$ cat config.mk
export PLATFORM = sky130hd
export DESIGN_NAME = spi_master_fifo_registers_core
export DESIGN_NICKNAME = d
export VERILOG_FILES = /design/src/hw/rtl/spimf_pkg.sv /design/src/hw/rtl/spi_master_fifo_registers_core.sv
export SDC_FILE = /design/constraint.sdc
export NUM_CORES = 1
export LEC_CHECK = 0
export BUFFER_PORTS_ARGS = -buffer_cell sky130_fd_sc_hd__buf_4
export CAP_MARGIN = 20
export CORE_MARGIN = 2
export CORE_UTILIZATION = 55
export CTS_BUF_LIST = sky130_fd_sc_hd__clkbuf_8
export DETAILED_ROUTE_END_ITERATION = 10
export GPL_TIMING_DRIVEN = 0
export PLACE_DENSITY_LB_ADDON = 0.05
export SYNTH_ARGS = -nofsm -noshare
export SYNTH_HDL_FRONTEND = slang
export SYNTH_SLANG_ARGS = --single-unit
$ cat constraint.sdc
create_clock -name clk -period 4.5 [get_ports clk]
set_input_delay 0 -clock clk [delete_from_list [all_inputs] [get_ports clk]]
set_output_delay 0 -clock clk [all_outputs]
set_load 0.01 [all_outputs]
$ cat src/hw/rtl/spimf_pkg.sv
// spimf_pkg: shared types and constants for the spi master register block
// used by spi_master_fifo_registers_core and its checker, no dependencies
`timescale 1ns / 1ps

package spimf_pkg;

  localparam int FIFO_DEPTH = 8;
  localparam int IRQ_LEVEL  = 4;
  localparam int PTR_W      = $clog2(FIFO_DEPTH);
  localparam int CNT_W      = $clog2(FIFO_DEPTH + 1);
  localparam int SUM_W      = CNT_W + 1;

  // request kinds carried on the input tuser
  localparam logic [1:0] ACT_READ  = 2'd0;
  localparam logic [1:0] ACT_WRITE = 2'd1;
  localparam logic [1:0] ACT_REPLY = 2'd2;

  // register offsets
  localparam logic [11:0] OFF_CR0   = 12'h000;
  localparam logic [11:0] OFF_CR1   = 12'h004;
  localparam logic [11:0] OFF_DATA  = 12'h008;
  localparam logic [11:0] OFF_STAT  = 12'h00c;
  localparam logic [11:0] OFF_PRESC = 12'h010;
  localparam logic [11:0] OFF_IMSC  = 12'h014;
  localparam logic [11:0] OFF_RIS   = 12'h018;
  localparam logic [11:0] OFF_MIS   = 12'h01c;
  localparam logic [11:0] OFF_ICR   = 12'h020;
  localparam logic [11:0] OFF_ID    = 12'hfe0;

  localparam int CR1_LOOP_BIT   = 0;
  localparam int CR1_ENABLE_BIT = 1;

  localparam logic [7:0] ID_BYTES [8] = '{8'h22, 8'h10, 8'h04, 8'h00,
                                          8'h0d, 8'hf0, 8'h05, 8'hb1};

  // stream payload layout
  localparam int IN_TDATA_W  = 64;
  localparam int OUT_TDATA_W = 56;

  typedef enum logic [2:0] {
    ST_IDLE,
    ST_EXEC,
    ST_PUMP,
    ST_REFRESH,
    ST_FINISH
  } seq_state_t;

endpackage

$ cat src/hw/rtl/spi_master_fifo_registers_core.sv
// spi_master_fifo_registers_core: register-mapped spi master with tx and rx fifos
// depends on spimf_pkg
`timescale 1ns / 1ps
//
// channel  | direction | tdata (low bit up)                           | tuser
// s_axis   | in        | offset[11:0] write_data[43:12] slave_data[59:44] | action[1:0]
// m_axis   | out       | read_data[31:0] irq[32] send_word[48:33]         | send_valid[0]
//
// a plain register access passes exec and the output load in finish; an interrupt mask
// write adds a refresh step, and a data read (rx not empty), a data write (tx not full), a
// cr1 write and a slave reply (word in flight) add pump and refresh steps; a loopback drain
// stays in pump as words move (up to FIFO_DEPTH), on the single fifo pointer/count sequencer
// s_axis_tready is high only while the sequencer is idle, from the cycle after the output load
// a waiting result sits in the output register; the next request may already be taken and
// then holds in finish until that result is accepted
// rst is synchronous and active high; fifo contents have no reset

module spi_master_fifo_registers_core (
  input  logic                               clk,
  input  logic                               rst,
  input  logic                               s_axis_tvalid,
  output logic                               s_axis_tready,
  // offset, write_data, slave_data, zero pad
  input  logic [spimf_pkg::IN_TDATA_W-1:0]   s_axis_tdata,
  // action
  input  logic [1:0]                         s_axis_tuser,
  output logic                               m_axis_tvalid,
  input  logic                               m_axis_tready,
  // read_data, irq, send_word, zero pad
  output logic [spimf_pkg::OUT_TDATA_W-1:0]  m_axis_tdata,
  // send_valid
  output logic [0:0]                         m_axis_tuser
);
  import spimf_pkg::*;

  seq_state_t state, state_next;

  // request held for the sequencer
  logic [1:0]  act;
  logic [11:0] off;
  logic [31:0] wdat;
  logic [15:0] sdat;

  logic [31:0] ctrl_zero;
  logic [31:0] ctrl_one;
  logic [15:0] word_mask;
  logic [7:0]  prescale;
  logic [3:0]  raw_irq;
  logic [31:0] irq_enable;
  logic [PTR_W-1:0] tx_head, rx_head;
  logic [CNT_W-1:0] tx_count, rx_count;
  logic [15:0] tx_store [FIFO_DEPTH];
  logic [15:0] rx_store [FIFO_DEPTH];
  logic        in_flight;
  logic        irq_level;

  logic [31:0] rd_hold;
  logic        send_hold;
  logic [15:0] word_hold;

  logic        out_valid;
  logic [31:0] out_rd;
  logic        out_irq;
  logic        out_send;
  logic [15:0] out_word;

  logic [PTR_W-1:0] tx_oldest, rx_oldest;
  logic        tx_empty, tx_full, rx_empty, rx_full;
  logic [4:0]  status;
  logic [3:0]  raw_next;
  logic        pump_go;
  logic        exec_pump, exec_refresh;
  logic        out_load;
  logic [31:0] rd_val;

  function automatic logic [PTR_W-1:0] oldest(input logic [PTR_W-1:0] head,
                                              input logic [CNT_W-1:0] cnt);
    logic [SUM_W-1:0] sum;
    sum = SUM_W'(head) + SUM_W'(FIFO_DEPTH) - SUM_W'(cnt);
    if (sum >= SUM_W'(FIFO_DEPTH)) begin
      sum = sum - SUM_W'(FIFO_DEPTH);
    end
    return sum[PTR_W-1:0];
  endfunction

  function automatic logic [PTR_W-1:0] ptr_inc(input logic [PTR_W-1:0] p);
    return (p == PTR_W'(FIFO_DEPTH - 1)) ? '0 : p + PTR_W'(1);
  endfunction

  // data size field n keeps n+1 low bits
  function automatic logic [15:0] size_mask(input logic [3:0] n);
    logic [15:0] m;
    for (int i = 0; i < 16; i++) begin
      m[i] = (4'(i) <= n);
    end
    return m;
  endfunction

  assign tx_oldest = oldest(tx_head, tx_count);
  assign rx_oldest = oldest(rx_head, rx_count);
  assign tx_empty  = (tx_count == '0);
  assign tx_full   = (tx_count == CNT_W'(FIFO_DEPTH));
  assign rx_empty  = (rx_count == '0);
  assign rx_full   = (rx_count == CNT_W'(FIFO_DEPTH));
  assign status    = {!tx_empty, rx_full, !rx_empty, !tx_full, tx_empty};
  assign raw_next  = {tx_count <= CNT_W'(IRQ_LEVEL), rx_count >= CNT_W'(IRQ_LEVEL),
                      !rx_empty && tx_empty, 1'b0};
  assign pump_go   = ctrl_one[CR1_ENABLE_BIT] && !in_flight && !tx_empty && !rx_full;
  assign out_load  = (state == ST_FINISH) && (!out_valid || m_axis_tready);

  // decode of what follows the register access
  always_comb begin
    exec_pump    = 1'b0;
    exec_refresh = 1'b0;
    case (act)
      ACT_READ: begin
        exec_pump = (off == OFF_DATA) && !rx_empty;
      end
      ACT_WRITE: begin
        exec_pump    = (off == OFF_CR1) || ((off == OFF_DATA) && !tx_full);
        exec_refresh = (off == OFF_IMSC);
      end
      ACT_REPLY: begin
        exec_pump = in_flight;
      end
      default: begin
        exec_pump = 1'b0;
      end
    endcase
  end

  // read value of the held request, zero for anything but a bus read
  always_comb begin
    rd_val = '0;
    if (act == ACT_READ) begin
      if (off >= OFF_ID) begin
        rd_val = {24'b0, ID_BYTES[off[4:2]]};
      end else begin
        case (off)
          OFF_CR0:   rd_val = ctrl_zero;
          OFF_CR1:   rd_val = ctrl_one;
          OFF_DATA:  rd_val = rx_empty ? 32'b0 : {16'b0, rx_store[rx_oldest]};
          OFF_STAT:  rd_val = {27'b0, status};
          OFF_PRESC: rd_val = {24'b0, prescale};
          OFF_IMSC:  rd_val = irq_enable;
          OFF_RIS:   rd_val = {28'b0, raw_irq};
          OFF_MIS:   rd_val = {28'b0, raw_irq & irq_enable[3:0]};
          default:   rd_val = '0;
        endcase
      end
    end
  end

  always_comb begin
    state_next = state;
    case (state)
      ST_IDLE: begin
        if (s_axis_tvalid) state_next = ST_EXEC;
      end
      ST_EXEC: begin
        if (exec_pump) state_next = ST_PUMP;
        else if (exec_refresh) state_next = ST_REFRESH;
        else state_next = ST_FINISH;
      end
      ST_PUMP: begin
        // loopback stays here while words can move
        if (!(pump_go && ctrl_one[CR1_LOOP_BIT])) state_next = ST_REFRESH;
      end
      ST_REFRESH: begin
        state_next = ST_FINISH;
      end
      ST_FINISH: begin
        if (out_load) state_next = ST_IDLE;
      end
      default: begin
        state_next = ST_IDLE;
      end
    endcase
  end

  assign s_axis_tready = (state == ST_IDLE);
  assign m_axis_tvalid = out_valid;
  assign m_axis_tdata  = {7'b0, out_word, out_irq, out_rd};
  assign m_axis_tuser  = out_send;

  always_ff @(posedge clk) begin
    if (rst) begin
      state      <= ST_IDLE;
      ctrl_zero  <= '0;
      ctrl_one   <= '0;
      word_mask  <= '0;
      prescale   <= '0;
      raw_irq    <= 4'h8;
      irq_enable <= '0;
      tx_head    <= '0;
      rx_head    <= '0;
      tx_count   <= '0;
      rx_count   <= '0;
      in_flight  <= 1'b0;
      irq_level  <= 1'b0;
      out_valid  <= 1'b0;
    end else begin
      state <= state_next;
      if (out_load) out_valid <= 1'b1;
      else if (m_axis_tready) out_valid <= 1'b0;

      case (state)
        ST_IDLE: begin
          if (s_axis_tvalid) begin
            act  <= s_axis_tuser;
            off  <= s_axis_tdata[11:0];
            wdat <= s_axis_tdata[43:12];
            sdat <= s_axis_tdata[59:44];
          end
        end
        ST_EXEC: begin
          rd_hold   <= rd_val;
          send_hold <= 1'b0;
          word_hold <= '0;
          case (act)
            ACT_READ: begin
              if ((off == OFF_DATA) && !rx_empty) begin
                rx_count <= rx_count - CNT_W'(1);
              end
            end
            ACT_WRITE: begin
              case (off)
                OFF_CR0: begin
                  ctrl_zero <= wdat;
                  word_mask <= size_mask(wdat[3:0]);
                end
                OFF_CR1:   ctrl_one <= wdat;
                OFF_DATA: begin
                  if (!tx_full) begin
                    tx_store[tx_head] <= wdat[15:0] & word_mask;
                    tx_head           <= ptr_inc(tx_head);
                    tx_count          <= tx_count + CNT_W'(1);
                  end
                end
                OFF_PRESC: prescale   <= wdat[7:0];
                OFF_IMSC:  irq_enable <= wdat;
                // clears rt and overrun only
                OFF_ICR:   raw_irq    <= raw_irq & ~{2'b0, wdat[1:0]};
                default: begin
                end
              endcase
            end
            ACT_REPLY: begin
              if (in_flight) begin
                in_flight <= 1'b0;
                if (!tx_empty) tx_count <= tx_count - CNT_W'(1);
                if (!rx_full) begin
                  rx_store[rx_head] <= sdat & word_mask;
                  rx_head           <= ptr_inc(rx_head);
                  rx_count          <= rx_count + CNT_W'(1);
                end
              end
            end
            default: begin
            end
          endcase
        end
        ST_PUMP: begin
          if (pump_go) begin
            if (ctrl_one[CR1_LOOP_BIT]) begin
              rx_store[rx_head] <= tx_store[tx_oldest] & word_mask;
              rx_head           <= ptr_inc(rx_head);
              rx_count          <= rx_count + CNT_W'(1);
              tx_count          <= tx_count - CNT_W'(1);
            end else begin
              // word stays counted in the tx fifo until its reply
              word_hold <= tx_store[tx_oldest];
              send_hold <= 1'b1;
              in_flight <= 1'b1;
            end
          end
        end
        ST_REFRESH: begin
          raw_irq   <= raw_next;
          irq_level <= |(raw_next & irq_enable[3:0]);
        end
        ST_FINISH: begin
          if (out_load) begin
            out_rd   <= rd_hold;
            out_irq  <= irq_level;
            out_send <= send_hold;
            out_word <= word_hold;
          end
        end
        default: begin
        end
      endcase
    end
  end

endmodule

# == After elaboration in Yosys (flattened, before gate mapping) ==
# Memories as Yosys holds them, arrays and structs flattened.
# Index checks and enable logic that the tools add are counted.
# op_classes
n_lt_le_gt_ge,22
n_mux,69
eq_ne,37
n_addsub,12
reduce_logical,41
bitwise_logic,12
# op_table
cell,n
one-hot mux 32 bit (8 select lines),1
2-to-1 mux 16 bit,4
2-to-1 mux 4 bit,13
AND 16 bit,3
"equality test 12 x 5 -> 1 bit, second input constant",4
2-to-1 mux 3 bit,14
one-hot mux 4 bit (2 select lines),5
"<= comparator 4 bit, first input constant",8
one-hot mux 16 bit (2 select lines),1
"equality test 12 x 4 -> 1 bit, second input constant",2
2-to-1 mux 8 bit,3
AND reduction 3 bit,8
2-to-1 mux 1 bit,23
"!= test 3 bit, second input constant",7
"!= test 2 bit, second input constant",9
"<= comparator 3 x 4 -> 1 bit, first input constant",4
one-hot mux 3 bit (5 select lines),1
AND 4 bit,3
"equality test 12 x 3 -> 1 bit, second input constant",1
"equality test 12 x 6 -> 1 bit, second input constant",1
">= comparator 12 bit, second input constant",1
zero test 12 bit,1
AND reduction 4 bit,3
"adder 3 x 4 -> 5 bit, second input constant",2
39 further kinds,71
# word_totals
rom_bits,64
reg_bits,305
n_memories,3
ramBits,256
input_bits,70
elab_cells,222
output_inout_bits,59
# memory_table
name,words,width,read_ports,rd_clocked_by_memory_dff,write_ports,line_no,text
rx_store,8,16,1,0,1,spi_master_fifo_registers_core.sv:53,logic [15:0] rx_store [FIFO_DEPTH];
tx_store,8,16,1,0,1,spi_master_fifo_registers_core.sv:52,logic [15:0] tx_store [FIFO_DEPTH];
(name not given),8,8,1,0,0,spi_master_fifo_registers_core.sv:137,"rd_val = {24'b0, ID_BYTES[off[4:2]]};"

# == Logic depth before layout (Yosys ltp) ==
# logic_depth
depth_word,9
depth_mapped,11

# == Least setup slack after synthesis ==
# Ideal clock, no wire load.
# synth_timing
kind,register -> register
startpoint,register off[4]
endpoint,"memory tx_store[1][0], enable pin"
required_ps,4091
setup_slack_ps,919
setup_ps,409
arrival_ps,3172
path_stages_with_launch,8
path_cell_list,edfxtp_1 > buf_6 > nor4_4 > nand3_2 > or4_4 > buf_6 > or3_4 > nor3_1
# synth_between
elab_chain_len,6
# synth_lines
element,line_no,text
from (decl),spi_master_fifo_registers_core.sv:40,logic [11:0] off;
from (signal assigned),spi_master_fifo_registers_core.sv:211,off <= s_axis_tdata[11:0];
equality test 12 x 4 -> 1 bit,spi_master_fifo_registers_core.sv:227,case (off)
2-to-1 mux 1 bit,spi_master_fifo_registers_core.sv:227,
2-to-1 mux 1 bit,spi_master_fifo_registers_core.sv:220,case (act)
2-to-1 mux 1 bit,spi_master_fifo_registers_core.sv:207,case (state)
2-to-1 mux 1 bit,spi_master_fifo_registers_core.sv:187,if (rst) begin
2-to-1 mux 1 bit (implied by the code),spi_master_fifo_registers_core.sv:235,tx_store[tx_head] <= wdat[15:0] & word_mask;
to (decl),spi_master_fifo_registers_core.sv:52,
# Every way passes these cells.

# == Worst setup path in the final report ==
# layout_timing
startpoint,register tx_count[0]
endpoint,"memory rx_store[1][2], data pin"
# layout_between
elab_chain_len,9
elab_cells_between_ends,15
cone_classes,2 x add/sub; 1 x order compare; 6 x mux; 1 x bitwise; 4 x reduce/logical; 1 x memory
# layout_lines
element,line_no,text
from (decl),spi_master_fifo_registers_core.sv:51,"logic [CNT_W-1:0] tx_count, rx_count;"
from (signal assigned),spi_master_fifo_registers_core.sv:237,tx_count <= tx_count + CNT_W'(1);
from (signal assigned),spi_master_fifo_registers_core.sv:251,if (!tx_empty) tx_count <= tx_count - CNT_W'(1);
from (signal assigned),spi_master_fifo_registers_core.sv:269,tx_count <= tx_count - CNT_W'(1);
branches (longest 8 deep; another with memory (8 x 16 bit)),n/a,
2-to-1 mux 16 bit (no source line) (*),n/a,
to (decl),spi_master_fifo_registers_core.sv:53,
# Mark *: on every way between the ends.

==> impl_metrics.toml <==
[die]
die-area_sq_um = 41700
dieWidth_microns = 204
initial_core_util = 0.556
core_sq_um = 39600
io-pin-count = 129
fp-row-count = 73
die_h_microns = 204

[placement]
place_congestion = 0.909
port_buffers = 117
dp_hpwl_microns = 38600
dp_cells = 2216

[power_and_ir_drop]
vdd_drop_max_mv = 0.300
p_seq_frac = 0.542
swShare = 0.234
internal_power_w = 0.00796
comb_power_share = 0.072
p_per_area_nw_per_um2 = 395
switchingPower_w = 0.00244
clockPowerShare = 0.386
cellLeakagePower_nw = 8.74

[setup_path]
required_ns = 4.80
cp_num_cells = 9
worstRegToRegCells = 9
slowest_delay_ns = 0.91
critical_path_class = "reg2reg"
critPathTopFamily = "compound AO/OA/AOI/OAI gates"
crit_arrival_ns = 4.56
crit_buf_inv = 2
crit_fanout = 10
cp_slowest_cell = "a211oi_1"
crit_path_end_kind = "flip-flop"
path_cells = "ha_1 > inv_1 > fa_1 > xor2_1 > xnor2_1 > clkbuf_1 > mux4_2 > mux2i_1 > a211oi_1"
startpoint_type = "flip-flop"

[finish]
seqCellArea_sq_um = 15400
drive_gt1_frac = 0.206
diodes = 0
multi_input_area_sq_um = 6150
finalNonFillerCells = 2449
syn_to_final_growth_pct = 19.5
nets = 1934
fillers = 2891

[yosys]
yosys_warnings = 0
syn_area_sq_um = 22000
synth_edf_count = 417
syn_avg_cell_area_sq_um = 14.2
async_flop_share = 0
synth_top_cell_area_share = 0.568
synthTopCellsByArea = "edfxtp_1 (57%), dfxtp_1 (13%), mux4_2 (6.6%)"
synth_ff_type = "edfxtp_1"
synth_top_cell_by_area = "edfxtp_1"
ys_seq_elements = 561
synth_seq_area_share = 0.699
ys_types = 75
synthCells = 1547

[timing]
worstMarginPinSlew_ns = 1.03
timing.final.crit_share = 0.947
relSlewSlack = 0.307
finalHoldViolations = 0
fmax_mhz = 235
setup_viol = 0
final-max-slew-violation-count = 0
period_minus_slack_ns = 4.26
skew_ns = 0.0267
rsz0062_at_grt = "no"
whs_ns = 0.0638

[worst_hold_path]
hold_path_class = "in2reg"
min_path_cells = 2

[detailed_routing]
drtPass1Iterations = 5
via_per_inst = 5.82
drtIter0Drc = 1479
drt-total-wl_microns = 56500
vias = 14200
routedWlPerCell_microns = 23.1
ant_nets = 0
drc = 0

[cts]
numCtsBuffers = 90
cts_setup_buffers = 0
cts_root_buf = "clkbuf_8"
cts.sinks = 561
htree_num_levels = 3
path_clk_slew_ns = 0.06
clock_path_buffers = 3
clock_latency_ns = 0.66
cts_tree = "yes"

[flow_run]
drv_cap = 0

[grt]
grt_max_degree = 46
grt_first_pass_wirelength_microns = 84000
antenna_found_initial = 0
grt-ovfl-total = 0
grt_usage = 0.275
grt_pass1_vias = 13800

[status]
status = "finished clean"
-- repair_timing --
action	4_1_cts	5_1_grt
setup endpoints to repair	0	16
gates resized for setup	0	2
hold buffers	65	0
hold endpoints to repair	100	0
-- cell usage after synthesis (4+ instances only) --
master and instances:
o22ai_1 7, buf_1 5, and2_1 19, and3b_1 4
buf_6 5, or2_2 4, dfxtp_1 144, ha_1 11
mux2_2 13, buf_2 7, and4_1 5, a211oi_1 23
nand4_1 12, o31ai_1 4, nand2b_1 8, mux4_2 65
a21oi_1 135, or4_1 6, nand3_1 10, clkbuf_1 78
edfxtp_1 417, inv_1 31, a221oi_1 4, o21ai_0 10
nor3_1 13, a22oi_1 9, and3_1 7, a31oi_1 8
nand2_1 234, a311oi_1 4, nor2b_1 6, a222oi_1 19
nor3b_1 5, mux2i_1 40, buf_4 9, or3_1 8
nor2_1 97
-- cells in the final DEF (no fill, tap or decap), types with 13 or more instances in the layout --
| master | synthesis | final |
|---|---|---|
| a211oi_1 | 23 | 21 |
| and2_1 | 19 | 19 |
| mux2_2 | 13 | 13 |
| a222oi_1 | 19 | 19 |
| dfxtp_1 | 144 | 144 |
| nor2_1 | 97 | 87 |
| nand2_1 | 234 | 234 |
| inv_1 | 31 | 74 |
| dlygate4sd3_1 | 0 | 65 |
| mux4_2 | 65 | 65 |
| clkbuf_1 | 78 | 78 |
| edfxtp_1 | 417 | 417 |
| mux2i_1 | 40 | 40 |
| buf_4 | 9 | 126 |
| a21oi_1 | 135 | 135 |
| clkbuf_8 | 0 | 101 |
-- power by group through the flow --
stage                     clock [W]  combinational (W)  sequential, W
after floorplan                   0           0.000421        0.00573
after global placement            0           0.000678        0.00575
after detailed placement          0           0.000697        0.00575
after CTS                   0.00408           0.000745        0.00564
after global routing        0.00431           0.000792        0.00564
final                       0.00401           0.000747        0.00564
-- worst paths after layout --
kind | endpoint | slack (ns) | start
max | rx_store[1][2] | 0.24 | tx_count[0]
min | wdat[0] | 0.06 | s_axis_tdata[12]
max reg2reg | rx_store[1][2] | 0.24 | tx_count[0]
min reg2reg | out_rd[7] | 0.42 | rd_hold[7]
-- final cells by class --
type	instances	share of cell area
sequential	561	0.585
multi-input combinational	857	0.234
timing repair buffer	206	0.0707
clock buffer	101	0.0528
tap	525	0.0250
buffer	104	0.0179
clock inverter	64	0.0105
inverter	31	0.00442
-- routing by layer --
layer  vias to the layer above  routed length (microns)  GRT usage
met5                         -                        0          0
met4                         0                     1160     0.0776
met3                        90                     3900     0.0454
met2                       563                    26800      0.426
met1                      7161                    24700      0.405
li1                       6432                        -          -
-- state kept, by name, summed over array words and instances (netlist names), 3 cells and up --
name        count
rx_store      128
tx_store      128
ctrl_one       32
ctrl_zero      32
irq_enable     32
out_rd         32
rd_hold        32
wdat           32
out_word       16
sdat           16
word_hold      16
word_mask      16
off            12
prescale        8
raw_irq         4
rx_count        4
tx_count        4
rx_head         3
state           3
tx_head         3
-- per-stage QoR --
step	total power [W]	instance area (sq um)	util	setup TNS [ns]	worst slack (ns)
after floorplan	0.00615	22100	-	0	0.919
after global placement	0.00643	23600	0.595	-66.04	-0.567
after detailed placement	0.00644	24000	0.605	0	0.217
after CTS	0.0105	26300	0.663	0	0.199
after global routing	0.0107	26300	0.664	0	0.0121
final	0.0104	26300	0.664	0	0.239
-- cells by family (layout without fill, tap and decap cells) --
group / count (synthesis) / count (layout) / share of synthesized area
flip-flops: 561 / 561 / 0.699
AO/OA/AOI/OAI: 249 / 249 / 0.0718
adder cells (fa/ha/maj): 13 / 13 / 0.00806
multiplexers: 118 / 118 / 0.0912
XOR/XNOR: 5 / 5 / 0.00261
AND/OR/NAND/NOR: 465 / 465 / 0.100
other: 1 / 7 / 0.000170
buffers and inverters: 135 / 506 / 0.0266
Note: power is estimated with default switching activity, not from simulation.
